File: src/sv/i2cm_pkg.sv
`timescale 1ns / 1ps

package i2cm_pkg;

	// Command codes carried with each tick.
	localparam logic [1:0] CMD_TICK   = 2'd0;
	localparam logic [1:0] CMD_WRITE  = 2'd1;
	localparam logic [1:0] CMD_READ   = 2'd2;
	localparam logic [1:0] CMD_SUPPLY = 2'd3;

	// Completion status codes.
	localparam logic [1:0] ST_OK   = 2'd0;
	localparam logic [1:0] ST_LOST = 2'd1;
	localparam logic [1:0] ST_NACK = 2'd2;

	// Reset value of the half period register.
	localparam logic [15:0] HALF_PERIOD_RESET = 16'd5;

	// Sequencer phases.
	typedef enum logic [3:0] {
		PH_IDLE     = 4'd0,
		PH_START_HI = 4'd1,
		PH_START_LO = 4'd2,
		PH_TX_LO    = 4'd3,
		PH_TX_HI    = 4'd4,
		PH_ACK_LO   = 4'd5,
		PH_ACK_HI   = 4'd6,
		PH_WAIT     = 4'd7,
		PH_RX_LO    = 4'd8,
		PH_RX_HI    = 4'd9,
		PH_MACK_LO  = 4'd10,
		PH_MACK_HI  = 4'd11,
		PH_STOP_LO  = 4'd12,
		PH_STOP_HI  = 4'd13
	} phase_t;

	// One input tick.
	typedef struct packed {
		logic [1:0] command;
		logic [7:0] addr_byte;
		logic [7:0] tx_byte;
		logic       sda_in;
		logic       bus_busy;
	} tick_t;

	// One result item.
	typedef struct packed {
		logic       scl_out;
		logic       sda_out;
		logic       need_byte;
		logic       rx_valid;
		logic [7:0] rx_byte;
		logic       rx_last;
		logic       done_res;
		logic [1:0] status;
		logic       active;
	} result_t;

endpackage

File: src/sv/i2cm_seq.sv
`timescale 1ns / 1ps

module i2cm_seq
	import i2cm_pkg::*;
(
	input  logic        clk,
	input  logic        arst_n,
	input  logic        step,
	input  tick_t       tick,
	input  logic [15:0] half_period,
	output result_t     result
);

	phase_t      phase_q, phase_d;
	logic [15:0] tick_count_q, tick_count_d;
	logic [3:0]  bit_count_q, bit_count_d;
	logic [7:0]  shift_byte_q, shift_byte_d;
	logic [7:0]  bytes_left_q, bytes_left_d;
	logic        read_mode_q, read_mode_d;
	logic        length_pending_q, length_pending_d;
	logic        scl_q, scl_d;
	logic        sda_q, sda_d;

	logic [15:0] hp_eff;
	logic [15:0] tc_inc;
	logic [15:0] tc_next;
	logic        elapsed;
	logic [3:0]  bit_inc;
	logic [7:0]  shift_rx;
	logic [7:0]  bytes_rx;
	logic        rx_valid;
	logic        rx_last;
	logic        done;
	logic [1:0]  status;

	// Half bit timer: a zero period counts as one tick.
	always_comb begin
		hp_eff  = (half_period == 16'd0) ? 16'd1 : half_period;
		tc_inc  = tick_count_q + 16'd1;
		elapsed = (tc_inc >= hp_eff);
		tc_next = elapsed ? 16'd0 : tc_inc;
		bit_inc = bit_count_q + 4'd1;
		shift_rx = {shift_byte_q[6:0], tick.sda_in};
		if (length_pending_q) begin
			bytes_rx = shift_rx;
		end else if (bytes_left_q != 8'd0) begin
			bytes_rx = bytes_left_q - 8'd1;
		end else begin
			bytes_rx = bytes_left_q;
		end
	end

	// Next state of the bus sequencer for one tick.
	always_comb begin
		phase_d          = phase_q;
		tick_count_d     = tick_count_q;
		bit_count_d      = bit_count_q;
		shift_byte_d     = shift_byte_q;
		bytes_left_d     = bytes_left_q;
		read_mode_d      = read_mode_q;
		length_pending_d = length_pending_q;
		scl_d            = scl_q;
		sda_d            = sda_q;
		rx_valid         = 1'b0;
		rx_last          = 1'b0;
		done             = 1'b0;
		status           = ST_OK;
		unique case (phase_q)
			PH_IDLE: begin
				if (tick.command == CMD_WRITE || tick.command == CMD_READ) begin
					if (tick.bus_busy) begin
						done   = 1'b1;
						status = ST_LOST;
					end else begin
						read_mode_d      = (tick.command == CMD_READ);
						shift_byte_d     = tick.addr_byte;
						bit_count_d      = 4'd0;
						bytes_left_d     = 8'd0;
						length_pending_d = 1'b1;
						tick_count_d     = 16'd0;
						scl_d            = 1'b1;
						sda_d            = 1'b1;
						phase_d          = PH_START_HI;
					end
				end
			end
			PH_START_HI: begin
				tick_count_d = tc_next;
				if (elapsed) begin
					sda_d   = 1'b0;
					phase_d = PH_START_LO;
				end
			end
			PH_START_LO: begin
				tick_count_d = tc_next;
				if (elapsed) begin
					bit_count_d = 4'd0;
					phase_d     = PH_TX_LO;
					scl_d       = 1'b0;
					sda_d       = shift_byte_q[7];
				end
			end
			PH_TX_LO, PH_ACK_LO, PH_RX_LO, PH_MACK_LO, PH_STOP_LO: begin
				tick_count_d = tc_next;
				if (elapsed) begin
					scl_d = 1'b1;
					case (phase_q)
						PH_TX_LO:   phase_d = PH_TX_HI;
						PH_ACK_LO:  phase_d = PH_ACK_HI;
						PH_RX_LO:   phase_d = PH_RX_HI;
						PH_MACK_LO: phase_d = PH_MACK_HI;
						default:    phase_d = PH_STOP_HI;
					endcase
				end
			end
			PH_TX_HI: begin
				tick_count_d = tc_next;
				if (elapsed) begin
					if (sda_q && !tick.sda_in) begin
						// Another master pulled SDA low: release both lines, no stop.
						phase_d = PH_IDLE;
						scl_d   = 1'b1;
						sda_d   = 1'b1;
						done    = 1'b1;
						status  = ST_LOST;
					end else begin
						shift_byte_d = {shift_byte_q[6:0], 1'b0};
						bit_count_d  = bit_inc;
						scl_d        = 1'b0;
						if (bit_inc >= 4'd8) begin
							phase_d = PH_ACK_LO;
							sda_d   = 1'b1;
						end else begin
							phase_d = PH_TX_LO;
							sda_d   = shift_byte_q[6];
						end
					end
				end
			end
			PH_ACK_HI: begin
				tick_count_d = tc_next;
				if (elapsed) begin
					if (tick.sda_in) begin
						phase_d      = PH_STOP_LO;
						tick_count_d = 16'd0;
						scl_d        = 1'b0;
						sda_d        = 1'b0;
						bit_count_d  = {2'b00, ST_NACK};
					end else if (read_mode_q) begin
						phase_d      = PH_RX_LO;
						bit_count_d  = 4'd0;
						shift_byte_d = 8'd0;
						scl_d        = 1'b0;
						sda_d        = 1'b1;
					end else if (length_pending_q || bytes_left_q != 8'd0) begin
						phase_d = PH_WAIT;
						scl_d   = 1'b0;
						sda_d   = 1'b1;
					end else begin
						phase_d      = PH_STOP_LO;
						tick_count_d = 16'd0;
						scl_d        = 1'b0;
						sda_d        = 1'b0;
						bit_count_d  = {2'b00, ST_OK};
					end
				end
			end
			PH_WAIT: begin
				if (tick.command == CMD_SUPPLY) begin
					shift_byte_d = tick.tx_byte;
					if (length_pending_q) begin
						bytes_left_d     = tick.tx_byte;
						length_pending_d = 1'b0;
					end else if (bytes_left_q != 8'd0) begin
						bytes_left_d = bytes_left_q - 8'd1;
					end
					bit_count_d  = 4'd0;
					tick_count_d = 16'd0;
					phase_d      = PH_TX_LO;
					scl_d        = 1'b0;
					sda_d        = tick.tx_byte[7];
				end
			end
			PH_RX_HI: begin
				tick_count_d = tc_next;
				if (elapsed) begin
					shift_byte_d = shift_rx;
					bit_count_d  = bit_inc;
					scl_d        = 1'b0;
					if (bit_inc >= 4'd8) begin
						// Byte complete: the length byte loads the count; later bytes count it down.
						bytes_left_d     = bytes_rx;
						length_pending_d = 1'b0;
						rx_valid         = 1'b1;
						rx_last          = (bytes_rx == 8'd0);
						phase_d          = PH_MACK_LO;
						sda_d            = (bytes_rx == 8'd0);
					end else begin
						phase_d = PH_RX_LO;
					end
				end
			end
			PH_MACK_HI: begin
				tick_count_d = tc_next;
				if (elapsed) begin
					if (bytes_left_q == 8'd0) begin
						phase_d      = PH_STOP_LO;
						tick_count_d = 16'd0;
						scl_d        = 1'b0;
						sda_d        = 1'b0;
						bit_count_d  = {2'b00, ST_OK};
					end else begin
						phase_d      = PH_RX_LO;
						bit_count_d  = 4'd0;
						shift_byte_d = 8'd0;
						scl_d        = 1'b0;
						sda_d        = 1'b1;
					end
				end
			end
			PH_STOP_HI: begin
				tick_count_d = tc_next;
				if (elapsed) begin
					sda_d   = 1'b1;
					phase_d = PH_IDLE;
					done    = 1'b1;
					status  = bit_count_q[1:0];
				end
			end
			default: begin
				phase_d = PH_IDLE;
				scl_d   = 1'b1;
				sda_d   = 1'b1;
			end
		endcase
	end

	// Result item for this tick, taken from the state after the tick.
	always_comb begin
		result.scl_out   = scl_d;
		result.sda_out   = sda_d;
		result.need_byte = (phase_d == PH_WAIT);
		result.rx_valid  = rx_valid;
		result.rx_byte   = rx_valid ? shift_rx : 8'd0;
		result.rx_last   = rx_last;
		result.done_res  = done;
		result.status    = status;
		result.active    = (phase_d != PH_IDLE);
	end

	// Sequencer state registers, advanced once per accepted tick.
	always_ff @(posedge clk or negedge arst_n) begin
		if (!arst_n) begin
			phase_q          <= PH_IDLE;
			tick_count_q     <= 16'd0;
			bit_count_q      <= 4'd0;
			shift_byte_q     <= 8'd0;
			bytes_left_q     <= 8'd0;
			read_mode_q      <= 1'b0;
			length_pending_q <= 1'b0;
			scl_q            <= 1'b1;
			sda_q            <= 1'b1;
		end else if (step) begin
			phase_q          <= phase_d;
			tick_count_q     <= tick_count_d;
			bit_count_q      <= bit_count_d;
			shift_byte_q     <= shift_byte_d;
			bytes_left_q     <= bytes_left_d;
			read_mode_q      <= read_mode_d;
			length_pending_q <= length_pending_d;
			scl_q            <= scl_d;
			sda_q            <= sda_d;
		end
	end

endmodule

File: src/sv/i2cm_out_stage.sv
`timescale 1ns / 1ps

module i2cm_out_stage
	import i2cm_pkg::*;
(
	input  logic    clk,
	input  logic    arst_n,
	input  logic    load,
	input  result_t result_in,
	input  logic    out_ready,
	output logic    can_load,
	output logic    out_valid,
	output result_t result_out
);

	logic    valid_s2;
	result_t data_s2;

	// The slot takes a new result when empty or when its result leaves now.
	assign can_load   = !valid_s2 || out_ready;
	assign out_valid  = valid_s2;
	assign result_out = data_s2;

	always_ff @(posedge clk or negedge arst_n) begin
		if (!arst_n) begin
			valid_s2 <= 1'b0;
		end else if (can_load) begin
			valid_s2 <= load;
		end
	end

	always_ff @(posedge clk) begin
		if (load && can_load) begin
			data_s2 <= result_in;
		end
	end

endmodule

File: src/sv/i2c_master_length_framed.sv
`timescale 1ns / 1ps

// Length-framed I2C master sequencer, stepped by one tick per input transaction.
// Slave channel: each transaction is one timing tick; tuser carries the command
// (tick only, begin write, begin read, supply next write byte) and tdata the
// address byte, write byte, sampled SDA level and bus busy flag.
// Master channel: one result transaction per tick with the SCL and SDA drives,
// the byte request flag, a read byte with its valid flag, the done flag with
// status and the active flag; tlast marks the final byte of a read.
// Config channel: cfg_data sets the half period in ticks; write it only while
// the sequencer is idle. It is always ready.
// A tick passes through the input register, then through the sequencer into
// the output register. One tick is taken every cycle while the receiver does
// not stall; the sequencer next state is combinational from its registers.
// Reset releases both lines, returns the sequencer to idle, empties both
// registers and sets the half period to 5. When the receiver stalls, the
// output register holds its result, the input register fills and then tready
// drops; no tick is lost and the sequencer does not advance.

module i2c_master_length_framed
	import i2cm_pkg::*;
(
	input  logic        clk,
	input  logic        arst_n,
	input  logic        s_tvalid,
	output logic        s_tready,
	// addr_byte [7:0], tx_byte [15:8], sda_in [16], bus_busy [17], zero [23:18]
	input  logic [23:0] s_tdata,
	// command [1:0]
	input  logic [1:0]  s_tuser,
	output logic        m_tvalid,
	input  logic        m_tready,
	// scl_out [0], sda_out [1], need_byte [2], rx_valid [3], rx_byte [11:4],
	// done_res [12], status [14:13], active [15]
	output logic [15:0] m_tdata,
	output logic        m_tlast,
	input  logic        cfg_valid,
	output logic        cfg_ready,
	input  logic [15:0] cfg_data
);

	logic        valid_s1;
	tick_t       tick_s1;
	logic        can_load;
	logic        step;
	logic [15:0] half_period_q;
	result_t     seq_result;
	result_t     out_result;

	// Half period register.
	assign cfg_ready = 1'b1;

	always_ff @(posedge clk or negedge arst_n) begin
		if (!arst_n) begin
			half_period_q <= HALF_PERIOD_RESET;
		end else if (cfg_valid) begin
			half_period_q <= cfg_data;
		end
	end

	// Input register: refills when empty or whenever its tick moves on to the sequencer.
	assign step     = valid_s1 && can_load;
	assign s_tready = !valid_s1 || step;

	always_ff @(posedge clk or negedge arst_n) begin
		if (!arst_n) begin
			valid_s1 <= 1'b0;
		end else if (s_tready) begin
			valid_s1 <= s_tvalid;
		end
	end

	always_ff @(posedge clk) begin
		if (s_tvalid && s_tready) begin
			tick_s1.command   <= s_tuser;
			tick_s1.addr_byte <= s_tdata[7:0];
			tick_s1.tx_byte   <= s_tdata[15:8];
			tick_s1.sda_in    <= s_tdata[16];
			tick_s1.bus_busy  <= s_tdata[17];
		end
	end

	i2cm_seq u_seq (
		.clk         (clk),
		.arst_n      (arst_n),
		.step        (step),
		.tick        (tick_s1),
		.half_period (half_period_q),
		.result      (seq_result)
	);

	i2cm_out_stage u_out (
		.clk        (clk),
		.arst_n     (arst_n),
		.load       (valid_s1),
		.result_in  (seq_result),
		.out_ready  (m_tready),
		.can_load   (can_load),
		.out_valid  (m_tvalid),
		.result_out (out_result)
	);

	// Pack the result onto the master channel.
	assign m_tdata = {out_result.active, out_result.status, out_result.done_res,
		out_result.rx_byte, out_result.rx_valid, out_result.need_byte,
		out_result.sda_out, out_result.scl_out};
	assign m_tlast = out_result.rx_last;

	// A finished transaction always leaves the sequencer idle.
	assert property (@(posedge clk) disable iff (!arst_n)
		(m_tvalid && out_result.done_res) |-> !out_result.active)
		else $error("done reported while still active");

	// A nonzero status only comes with the done flag.
	assert property (@(posedge clk) disable iff (!arst_n)
		(m_tvalid && out_result.status != ST_OK) |-> out_result.done_res)
		else $error("status without done");

	// The last read byte is always a valid read byte.
	assert property (@(posedge clk) disable iff (!arst_n)
		(m_tvalid && m_tlast) |-> out_result.rx_valid)
		else $error("tlast without a read byte");

	// Waiting for a write byte means a transaction is in progress.
	assert property (@(posedge clk) disable iff (!arst_n)
		(m_tvalid && out_result.need_byte) |-> (out_result.active && !out_result.done_res))
		else $error("byte request outside a transaction");

endmodule

File: config.mk
export PLATFORM = sky130hd
export DESIGN_NAME = i2c_master_length_framed
export DESIGN_NICKNAME = d
export VERILOG_FILES = /design/src/sv/i2cm_pkg.sv /design/src/sv/i2cm_seq.sv /design/src/sv/i2cm_out_stage.sv /design/src/sv/i2c_master_length_framed.sv
export SDC_FILE = /design/constraint.sdc
export NUM_CORES = 1
export LEC_CHECK = 0
export BUFFER_PORTS_ARGS = -buffer_cell sky130_fd_sc_hd__buf_2
export CORE_ASPECT_RATIO = 1.4
export CORE_MARGIN = 4
export CORE_UTILIZATION = 40
export CTS_CLUSTER_DIAMETER = 100
export DETAILED_ROUTE_END_ITERATION = 7
export GPL_TIMING_DRIVEN = 0
export PLACE_DENSITY_LB_ADDON = 0.15
export SYNTH_ARGS = -nofsm -noshare
export SYNTH_HDL_FRONTEND = slang
export SYNTH_HIERARCHICAL = 1
export SYNTH_SLANG_ARGS = --single-unit
File: constraint.sdc
create_clock -name clk -period 3.91 [get_ports clk]
set_input_delay 0.5865 -clock clk [delete_from_list [all_inputs] [get_ports clk]]
set_output_delay 0.5865 -clock clk [all_outputs]
set_load 0.01 [all_outputs]
==> out/summary.txt, run 1 <==
status -> finished, final reports clean
placed cell areas -> 6344 um^2
post-layout instance area -> 7034 um^2
setup TNS -> 0 ps
Synthesis Warnings -> 6
fin. max-slew vios -> 0
max_slew headroom -> 40.73%
worst min path class -> primary input to async pin
CTS Buf Count -> 9
maximum buffer depth of the clock tree -> 2
Clock Latency Late Sink -> 350 ps
maximum capacitance violations -> 0
Fillers -> 1320
Critical Setup Path Class -> flip-flop to flip-flop
Final Skew -> 7.131 ps
DR iter-0 viols -> 429
Clk pin slew, worst setup/hold paths -> 80 ps
final setup violation count -> 0
dpl cells -> 829
Worst Tran Pin Value -> 882.8 ps
I/O Pins -> 67
first drt pass iteration count -> 7
Diodes inserted -> 0
sequential share of the synthesized area -> 45.84%
H-tree levels -> 3
leak pwr -> 3.083 nW
EDFF count, synth -> 37
Cell variety after synth -> 83
die footprint -> 16570 um^2
die width -> 109.9 um
Syn Nets -> 654
row cnt -> 51
Max Freq -> 0.2615 GHz
first-pass GRT wire length -> 24.71 mm
synthesized netlist cell count -> 586
FF+latch count, synth -> 99
Syn Area/Cell -> 9.931 um^2
multi-input logic area -> 3008 um^2
largest net degree at the start of global routing -> 63
Buffers on Ports -> 58
vias in the first global route -> 4681
CORE AREA -> 14100 um^2
non-filler cells, final -> 866
Crit path arrival time -> 4060 ps
drt via density -> 5.736
GRT Overall Usage -> 19.47%
GRT Residual Overflow -> 0
CTS Root Cell -> clkbuf_16
Hold WS -> 318.2 ps
CP Launch Type -> flip-flop
most common cell after layout, fill and taps aside -> buf_2
final WL -> 16.00 mm
DRC Markers -> 0
Crit. End Element -> flip-flop
FF-to-FF path depth -> 18
most frequent cells in the layout -> 63 x buf_2, 58 x dfrtp_1, 46 x nor2_1
die height -> 150.7 um
initial core utilization -> 41.27%
area delta synth->final -> 20.88%
FFs w/ async S/R, synth -> 62.63%
prevailing post-synth register cell -> dfrtp_1
Via Count -> 4967
CP Max Fanout -> 9
RR Startpoint -> u_seq/tick_count_q[1]
post-route ant nets -> 0
initial antenna violation count -> 0
Post-Syn Area -> 5819 um^2
crit path launch -> u_seq/tick_count_q[1]
Tmin final -> 3824 ps
register area -> 2668 um^2
CP required -> 4140 ps
post-DP HPWL -> 11.64 mm
post-route clock period utilization -> 97.79%
Final Wtd Congestion -> 0.9251
RSZ-0062 raised after global routing -> true
Peak VDD IR -> 0.0002261 V
pwr dens -> 435.0 nW/um^2
final hold vios -> 0
CTS sink cnt -> 99
drt wl/cell -> 18.48 um
fin nets -> 744
share of layout cells above drive strength 1 -> 27.17%
CTS tree -> built
[synthesized netlist by cell type, drive strengths merged, types with 14 or more instances]
cell,n,area (um^2)
dfrtp,58,1451
edfxtp,37,1111
ha,21,262.8
a21oi,36,180.2
nand2,46,172.7
and2,14,90.09
buf,20,152.6
mux2,19,251.5
o21ai,48,240.2
and3,16,102.6
nor2,47,178.9
clkbuf,15,66.31
nand3,16,80.08
inv,30,112.6
[metal layers]
layer / up-vias / GRT usage, % / routed length, um / part of all wire (%)
li1: 2363 / - / - / -
met1: 2349 / 23.28 / 6189 / 39
met2: 216 / 33.54 / 8225 / 51
met3: 39 / 3.604 / 1025 / 6.4
met4: 0 / 8.734 / 560 / 3.5
met5: - / 0 / 0 / 0
[kinds of logic (layout without fill, tap and decap cells)]
family	Yosys count	after routing	share of synthesized area, %
AO/OA/AOI/OAI	177	177	20.99
XOR/XNOR	16	16	2.408
adder cells (fa/ha/maj)	21	21	4.515
buffers and inverters	67	162	5.827
flip-flops	99	99	45.84
multiplexers	21	21	4.666
other	1	1	0.06444
AND/OR/NAND/NOR	184	184	15.70
[layout make-up]
class,instances,share of cell area [%]
Buffer,34,3.291
Inverter,32,1.708
Clock inverter,7,1.263
Clock buffer,9,3.202
Tap cell,185,3.291
Multi-Input combinational cell,420,42.76
Timing Repair Buffer,80,6.564
Sequential cell,99,37.92
[worst max-delay path, cell delays in order, from the launching register on]
cell      delay, ps
dfrtp_1         380
and3_4          200
and3_4          200
and3_4          180
buf_6           100
and3_4          200
and3_4          190
buf_6           120
nand3_4          90
xnor2_2         150
ha_1            330
nand4_1         230
a31o_4          310
buf_4           140
a21o_4          230
a31oi_4         290
buf_4           180
nand3b_1         60
o221a_1         120
[metrics by stage]
stage | utilization [%] | setup WS [ps] | power, W
detailed placement | 44.98 | -547.2 | 0.002106
global placement | 44.96 | -546.1 | 0.002091
CTS | 48.23 | -20.20 | 0.003049
finish | 49.88 | 86.47 | 0.003060
global route | 49.88 | -67.43 | 0.003240
floorplan | - | 53.29 | 0.001846
[flip-flops by register name, indices dropped and copies added (netlist names)]
signal / count
half_period_q: 16
tick_s1: 20
u_out/out_valid: 1
u_out/result_out: 17
u_seq/bit_count_q: 4
u_seq/bytes_left_q: 8
u_seq/length_pending_q: 1
u_seq/phase_q: 4
u_seq/read_mode_q: 1
u_seq/scl_q: 1
u_seq/sda_q: 1
u_seq/shift_byte_q: 8
u_seq/tick_count_q: 16
valid_s1: 1
[power breakdown]
group / switching, W / internal (W) / leakage (nW)
combinational: 0.000464 / 0.000343 / 1.80
sequential: 0.000139 / 0.00121 / 1.13
clock: 0.000445 / 0.000461 / 0.152
[worst paths after layout]
path,to,slack (ps)
hold reg to reg,u_seq/scl_q,510
setup / recovery,u_seq/bytes_left_q[0],90
setup reg to reg,u_seq/bytes_left_q[0],90
max in group asynchronous,u_seq/phase_q[0],3040
hold / removal,half_period_q[7],320
min in group clk,tick_s1[4],410
[what timing repair did]
item | 4_1_cts | 5_1_grt
setup endpoints to repair | 57 | 41
pin swaps | 4 | 15
hold buffers | 0 | 0
setup buffers | 5 | 17
resized for setup | 23 | 26
Power figures use the tool's default switching activity.
==> inputs of run 2 (changes only) <==
CTS_BUF_LIST = sky130_fd_sc_hd__clkbuf_8   (was default)
==> run 2 against run 1 <==
  * Highest routed layer unchanged
  * Largest cell class unchanged
  * Largest power group unchanged
  * Total power decreased by 7.1%
  * Global-route usage decreased by 0.066 points
  * Critical path type unchanged
  * Final cell count increased by 0.12%
  * Sequential share of layout area increased by 0.43 points
  * Core utilization decreased by 0.56 points
  * Final area decreased by 1.1%
==> out/summary.txt, run 2 (synthesis gave the netlist of run 1 again) <==
sw power -> 0.001032 W (was 0.001048 W)
Sw Ratio -> 36.31% (was 34.26%)
die height -> 150.7 um (unchanged)
share of layout cells above drive strength 1 -> 27.42% (was 27.17%)
RSZ-0062 raised after global routing -> true (unchanged)
CTS sink cnt -> 99 (unchanged)
post-DP HPWL -> 11.64 mm (unchanged)
clock share of power -> 24.2% (was 29.6%)
GR met1 Demand/Resource -> 23.55% (was 23.28%)
combinational group share of total power -> 28.4% (was 26.4%)
Critical Setup Path Class -> flip-flop to flip-flop (unchanged)
I/O Pins -> 67 (unchanged)
die width -> 109.9 um (unchanged)
drt via density -> 5.705 (was 5.736)
worst min path class -> primary input to async pin (unchanged)
fin nets -> 745 (was 744)
Buffers on Ports -> 58 (unchanged)
RR Startpoint -> u_seq/tick_count_q[1] (unchanged)
Diodes inserted -> 0 (unchanged)
CTS tree -> built (unchanged)
first-pass GRT wire length -> 24.68 mm (was 24.71 mm)
drt wl/cell -> 18.50 um (was 18.48 um)
CTS Buf Count -> 9 (unchanged)
final hold vios -> 0 (unchanged)
CP required -> 4060 ps (was 4140 ps)
CTS Hold Bufs -> 0 (unchanged)
Final Skew -> 11.19 ps (was 7.131 ps)
CP Max Fanout -> 7 (was 9)
H-tree levels -> 3 (unchanged)
status -> finished, final reports clean (unchanged)
initial antenna violation count -> 0 (unchanged)
vias in the first global route -> 4689 (was 4681)
most flop-heavy register -> tick_s1 (unchanged)
DRC Markers -> 0 (unchanged)
maximum capacitance violations -> 0 (unchanged)
Seq pwr share -> 47.4% (was 44.0%)
Clk pin slew, worst setup/hold paths -> 120 ps (was 80 ps)
Via Count -> 4946 (was 4967)
Total Power -> 0.002842 W (was 0.003060 W)
CORE AREA -> 14100 um^2 (unchanged)
CTS Root Cell -> clkbuf_8 (was clkbuf_16)
final setup violation count -> 0 (unchanged)
GRT Overall Usage -> 19.41% (was 19.47%)
M3 GR Usage -> 3.647% (was 3.604%)
Clock Latency Late Sink -> 380 ps (was 350 ps)
GRT met2 Usage -> 33.66% (was 33.54%)
setup TNS -> 0 ps (unchanged)
GR peak layer -> met2 (unchanged)
Tmin final -> 3818 ps (was 3824 ps)
most frequent cells in the layout -> 63 x buf_2, 58 x dfrtp_1, 46 x nor2_1 (unchanged)
CP Launch Type -> flip-flop (unchanged)
Max Freq -> 0.2620 GHz (was 0.2615 GHz)
initial core utilization -> 41.27% (unchanged)
P_int -> 0.001810 W (was 0.002012 W)
most common cell after layout, fill and taps aside -> buf_2 (unchanged)
Final Wtd Congestion -> 0.9251 (unchanged)
crit path launch -> u_seq/tick_count_q[1] (unchanged)
GRT Residual Overflow -> 0 (unchanged)
Peak VDD IR -> 0.0002165 V (was 0.0002261 V)
largest net degree at the start of global routing -> 63 (unchanged)
leak pwr -> 3.039 nW (was 3.083 nW)
fin. max-slew vios -> 0 (unchanged)
first drt pass iteration count -> 5 (was 7)
maximum buffer depth of the clock tree -> 2 (unchanged)
max_slew headroom -> 40.97% (was 40.73%)
row cnt -> 51 (unchanged)
Worst Tran Pin Value -> 879.1 ps (was 882.8 ps)
final WL -> 16.04 mm (was 16.00 mm)
die footprint -> 16570 um^2 (unchanged)
Crit. End Element -> flip-flop (unchanged)
area delta synth->final -> 19.52% (was 20.88%)
post-route ant nets -> 0 (unchanged)
post-route clock period utilization -> 97.63% (was 97.79%)
pwr dens -> 408.6 nW/um^2 (was 435.0 nW/um^2)
DR iter-0 viols -> 418 (was 429)
max reg flops -> 20 (unchanged)
Crit path arrival time -> 3970 ps (was 4060 ps)
run 2: changes by cell type in the layout (fill, tap and decap cells not counted), sizes merged:
cell   previous run  this run
a31oi            13        14
run 2: worst paths after layout:
| check | endpoint | slack [ps] | cells past startpoint |
|---|---|---|---|
| max | u_out/result_out[15] | 90 | 15 |
| min | half_period_q[7] | 280 | 1 |
| max reg2reg | u_out/result_out[15] | 90 | 15 |
| min reg2reg | u_seq/scl_q | 520 | 1 |
| max in group asynchronous | u_seq/phase_q[0] | 3080 | 1 |
| min in group clk | tick_s1[4] | 370 | 1 |
run 2: what timing repair did:
action / 4_1_cts / 5_1_grt
pin swaps: 4 / 16
setup endpoints to repair: 55 / 40
gates resized for setup: 21 / 30
gates cloned: 0 / 1
buffers inserted: 5 / 17
run 2: worst max-delay path: stages, from the launching register on:
cell	delay, ps
dfrtp_1	400
and3_4	200
and3_4	200
and3_4	180
buf_6	100
and3_4	200
and3_4	190
buf_6	120
xor2_1	180
ha_1	270
a21oi_1	360
o21a_4	270
a21o_4	190
a211oi_2	70
or4b_1	520
buf_4	140
run 2: cell type report:
type,instances,area (um^2)
fillers,1324,7147
multi-input cells,421,3030
flip-flops and latches,99,2668
repair buffers,80,461.7
plain buffers,34,231.5
well taps,185,231.5
clock buffers,9,123.9
inverters,32,120.1
clock inverters,7,88.84
run 2: metrics by stage:
stage / cells / hold WS (ps) / setup slack, ps / util [%] / instance area [um^2]
global route: 867 / 329.2 / -42.51 / 49.32 / 6955
finish: 867 / 279.9 / 92.50 / 49.32 / 6955
floorplan: 586 / 290.9 / 53.29 / - / 5819
global placement: 829 / 491.3 / -546.1 / 44.96 / 6341
detailed placement: 829 / 500.3 / -547.2 / 44.98 / 6344
CTS: 849 / 323.8 / -21.37 / 47.40 / 6685
run 2: metal layers:
metal	wire (um)	vias to the layer above
met5	0	-
met1	6371	2388
met4	483	0
met3	913	28
met2	8272	173
li1	-	2357
run 2: power by group through the flow:
stage	Combinational (W)	Sequential [W]	Clock (W)
after floorplan	0.000529	0.00132	0
after global placement	0.000723	0.00137	0
after detailed placement	0.000735	0.00137	0
after CTS	0.000762	0.00135	0.000714
after global routing	0.000890	0.00136	0.000758
final	0.000807	0.00135	0.000687
==> inputs of run 3 (changes only) <==
PLACE_DENSITY_LB_ADDON = 0.25   (was 0.15)
==> run 3 against run 2 <==
  * Clock power shrank 3.9%
  * Via count rose by 0.55%
  * Sequential cell count stayed put
  * Register-to-register slack hardly changed
  * Routed wire length down 0.62%
  * Core utilization down 0.33 points
  * Die area stayed put
  * Sequential power about the same
  * Global-route usage about the same
  * Critical endpoint is now u_seq/bytes_left_q[4]
==> out/summary.txt, run 3 (synthesis gave the netlist of run 1 again) <==
Final Skew -> 21.51 ps (was 11.19 ps)
max_slew headroom -> 37.05% (was 40.97%)
Most common cell on crit path -> and3_4 (unchanged)
multi-input logic area -> 3048 um^2 (was 3030 um^2)
fin. max-slew vios -> 0 (unchanged)
Via Count -> 4973 (was 4946)
die width -> 109.9 um (unchanged)
GRT met2 Usage -> 33.08% (was 33.66%)
pwr dens -> 406.6 nW/um^2 (was 408.6 nW/um^2)
most common cell after layout, fill and taps aside -> buf_2 (unchanged)
placed cell areas -> 6344 um^2 (unchanged)
Crit path arrival time -> 4120 ps (was 3970 ps)
share of layout cells above drive strength 1 -> 27.11% (was 27.42%)
final WL -> 15.94 mm (was 16.04 mm)
CTS tree -> built (unchanged)
leak pwr -> 3.017 nW (was 3.039 nW)
row cnt -> 51 (unchanged)
Clk pin slew, worst setup/hold paths -> 110 ps (was 120 ps)
M3 GR Usage -> 3.260% (was 3.647%)
worst min path class -> primary input to async pin (unchanged)
Critical Setup Path Class -> flip-flop to flip-flop (unchanged)
Final Wtd Congestion -> 0.9668 (was 0.9251)
first drt pass iteration count -> 6 (was 5)
Slowest Stage Delay on Critical Path -> 440 ps (was 520 ps)
crit-path cells -> and3_4 -> and3_4 -> and3_4 -> buf_6 -> and3_4 -> and3_4 -> buf_6 -> nand3_4 -> xnor2_2 -> ha_1 -> nand4_1 -> a31o_4 -> buf_6 -> a21o_4 -> a31oi_4 -> o21ai_1 -> a32o_1 (was and3_4 -> and3_4 -> and3_4 -> buf_6 -> and3_4 -> and3_4 -> buf_6 -> xor2_1 -> ha_1 -> a21oi_1 -> o21a_4 -> a21o_4 -> a211oi_2 -> or4b_1 -> buf_4)
Diodes inserted -> 0 (unchanged)
post-DP HPWL -> 11.54 mm (was 11.64 mm)
CTS Buf Count -> 9 (unchanged)
DRC Markers -> 0 (unchanged)
Final Core Density -> 48.99% (was 49.32%)
Fillers -> 1291 (was 1324)
CTS sink cnt -> 99 (unchanged)
initial core utilization -> 41.27% (unchanged)
CTS Hold Bufs -> 0 (unchanged)
Crit. End Element -> flip-flop (unchanged)
GRT Overall Usage -> 19.45% (was 19.41%)
GR met1 Demand/Resource -> 23.66% (was 23.55%)
drt wl/cell -> 18.54 um (was 18.50 um)
I/O Pins -> 67 (unchanged)
most frequent cells in the layout -> 63 x buf_2, 58 x dfrtp_1, 46 x nor2_1 (unchanged)
die footprint -> 16570 um^2 (unchanged)
Buf/Inv on CP -> 3 (unchanged)
H-tree levels -> 3 (unchanged)
post-route clock period utilization -> 97.94% (was 97.63%)
max reg flops -> 20 (unchanged)
DR iter-0 viols -> 306 (was 418)
final setup violation count -> 0 (unchanged)
Clock Latency Late Sink -> 400 ps (was 380 ps)
initial antenna violation count -> 0 (unchanged)
vias in the first global route -> 4865 (was 4689)
CP Launch Type -> flip-flop (unchanged)
GRT Residual Overflow -> 0 (unchanged)
status -> finished, final reports clean (unchanged)
most flop-heavy register -> tick_s1 (unchanged)
Peak VDD IR -> 0.0002148 V (was 0.0002165 V)
Max Freq -> 0.2611 GHz (was 0.2620 GHz)
CP required -> 4200 ps (was 4060 ps)
Worst Tran Pin Value -> 944.3 ps (was 879.1 ps)
first-pass GRT wire length -> 24.87 mm (was 24.68 mm)
maximum capacitance violations -> 0 (unchanged)
GR peak layer -> met2 (unchanged)
area delta synth->final -> 18.73% (was 19.52%)
Buffers on Ports -> 58 (unchanged)
final hold vios -> 0 (unchanged)
RSZ-0062 raised after global routing -> true (unchanged)
largest net degree at the start of global routing -> 63 (unchanged)
maximum buffer depth of the clock tree -> 2 (unchanged)
CORE AREA -> 14100 um^2 (unchanged)
setup TNS -> 0 ps (unchanged)
post-route ant nets -> 0 (unchanged)
Tmin final -> 3830 ps (was 3818 ps)
CTS Root Cell -> clkbuf_8 (unchanged)
Hold WS -> 260.5 ps (was 279.9 ps)
slowest CP cell -> dfrtp_1 (was or4b_1)
register area -> 2668 um^2 (unchanged)
drt via density -> 5.783 (was 5.705)
CP Max Fanout -> 5 (was 7)
Worst path top cell family by delay -> simple AND/OR/NAND/NOR gates (unchanged)
fin nets -> 738 (was 745)
post-layout instance area -> 6909 um^2 (was 6955 um^2)
die height -> 150.7 um (unchanged)
==> run 3: cell types whose count changed in the layout (fill, tap and decap cells not counted), sizes merged <==
cell and change:
buf -7, clkinv -1, clkinvlp +1
==> run 3: what timing repair did <==
item,in CTS,in global routing
buffers inserted,8,9
pin swaps,6,19
cloned,0,1
endpoints found under the setup margin,53,34
resized for setup,26,29
==> run 3: power by group <==
part	switching, W	internal (W)	leakage [nW]
Combinational	0.000465	0.000327	1.79
Clock	0.000411	0.000249	0.0956
Sequential	0.000150	0.00121	1.13
Total	0.00103	0.00178	3.02
==> run 3: through the flow <==
step | instances | worst slack (ps) | power [W]
after detailed placement | 829 | -495.4 | 0.002102
final | 860 | 80.47 | 0.002809
after global routing | 860 | -87.76 | 0.002980
after global placement | 829 | -510.2 | 0.002087
after CTS | 852 | -10.96 | 0.002790
after floorplan | 586 | 53.29 | 0.001846
==> run 3: area by class of cell <==
cell class	instances	area share [%]
inverters	32	1.738
multi-input cells	421	44.11
clock buffers	9	1.793
plain buffers	32	3.133
well taps	185	3.350
flip-flops and latches	99	38.61
clock inverters	7	1.014
repair buffers	75	6.248
==> run 3: metal layers <==
| metal | share of wire (%) | wire, um |
|---|---|---|
| met5 | 0 | 0 |
| met4 | 3.1 | 497 |
| met1 | 41 | 6460 |
| met3 | 6.0 | 951 |
| met2 | 50 | 8031 |
==> run 3: worst register-to-register path, cell delays in order (launching register included) <==
cell and delay, ps:
dfrtp_1 440, and3_4 220, and3_4 200, and3_4 180
buf_6 100, and3_4 190, and3_4 180, buf_6 110
nand3_4 80, xnor2_2 160, ha_1 330, nand4_1 230
a31o_4 320, buf_6 120, a21o_4 230, a31oi_4 290
o21ai_1 110, a32o_1 220
==> run 3: final timing paths <==
check / from / endpoint / slack, ps / depth (start not counted)
max: u_seq/tick_count_q[1] / u_seq/bytes_left_q[4] / 80 / 17
min: arst_n / half_period_q[1] / 260 / 1
max reg2reg: u_seq/tick_count_q[1] / u_seq/bytes_left_q[4] / 80 / 17
min reg2reg: u_seq/scl_q / u_seq/scl_q / 520 / 1
max in group asynchronous: arst_n / u_seq/phase_q[1] / 3080 / 1
min in group clk: s_tdata[4] / tick_s1[14] / 360 / 1
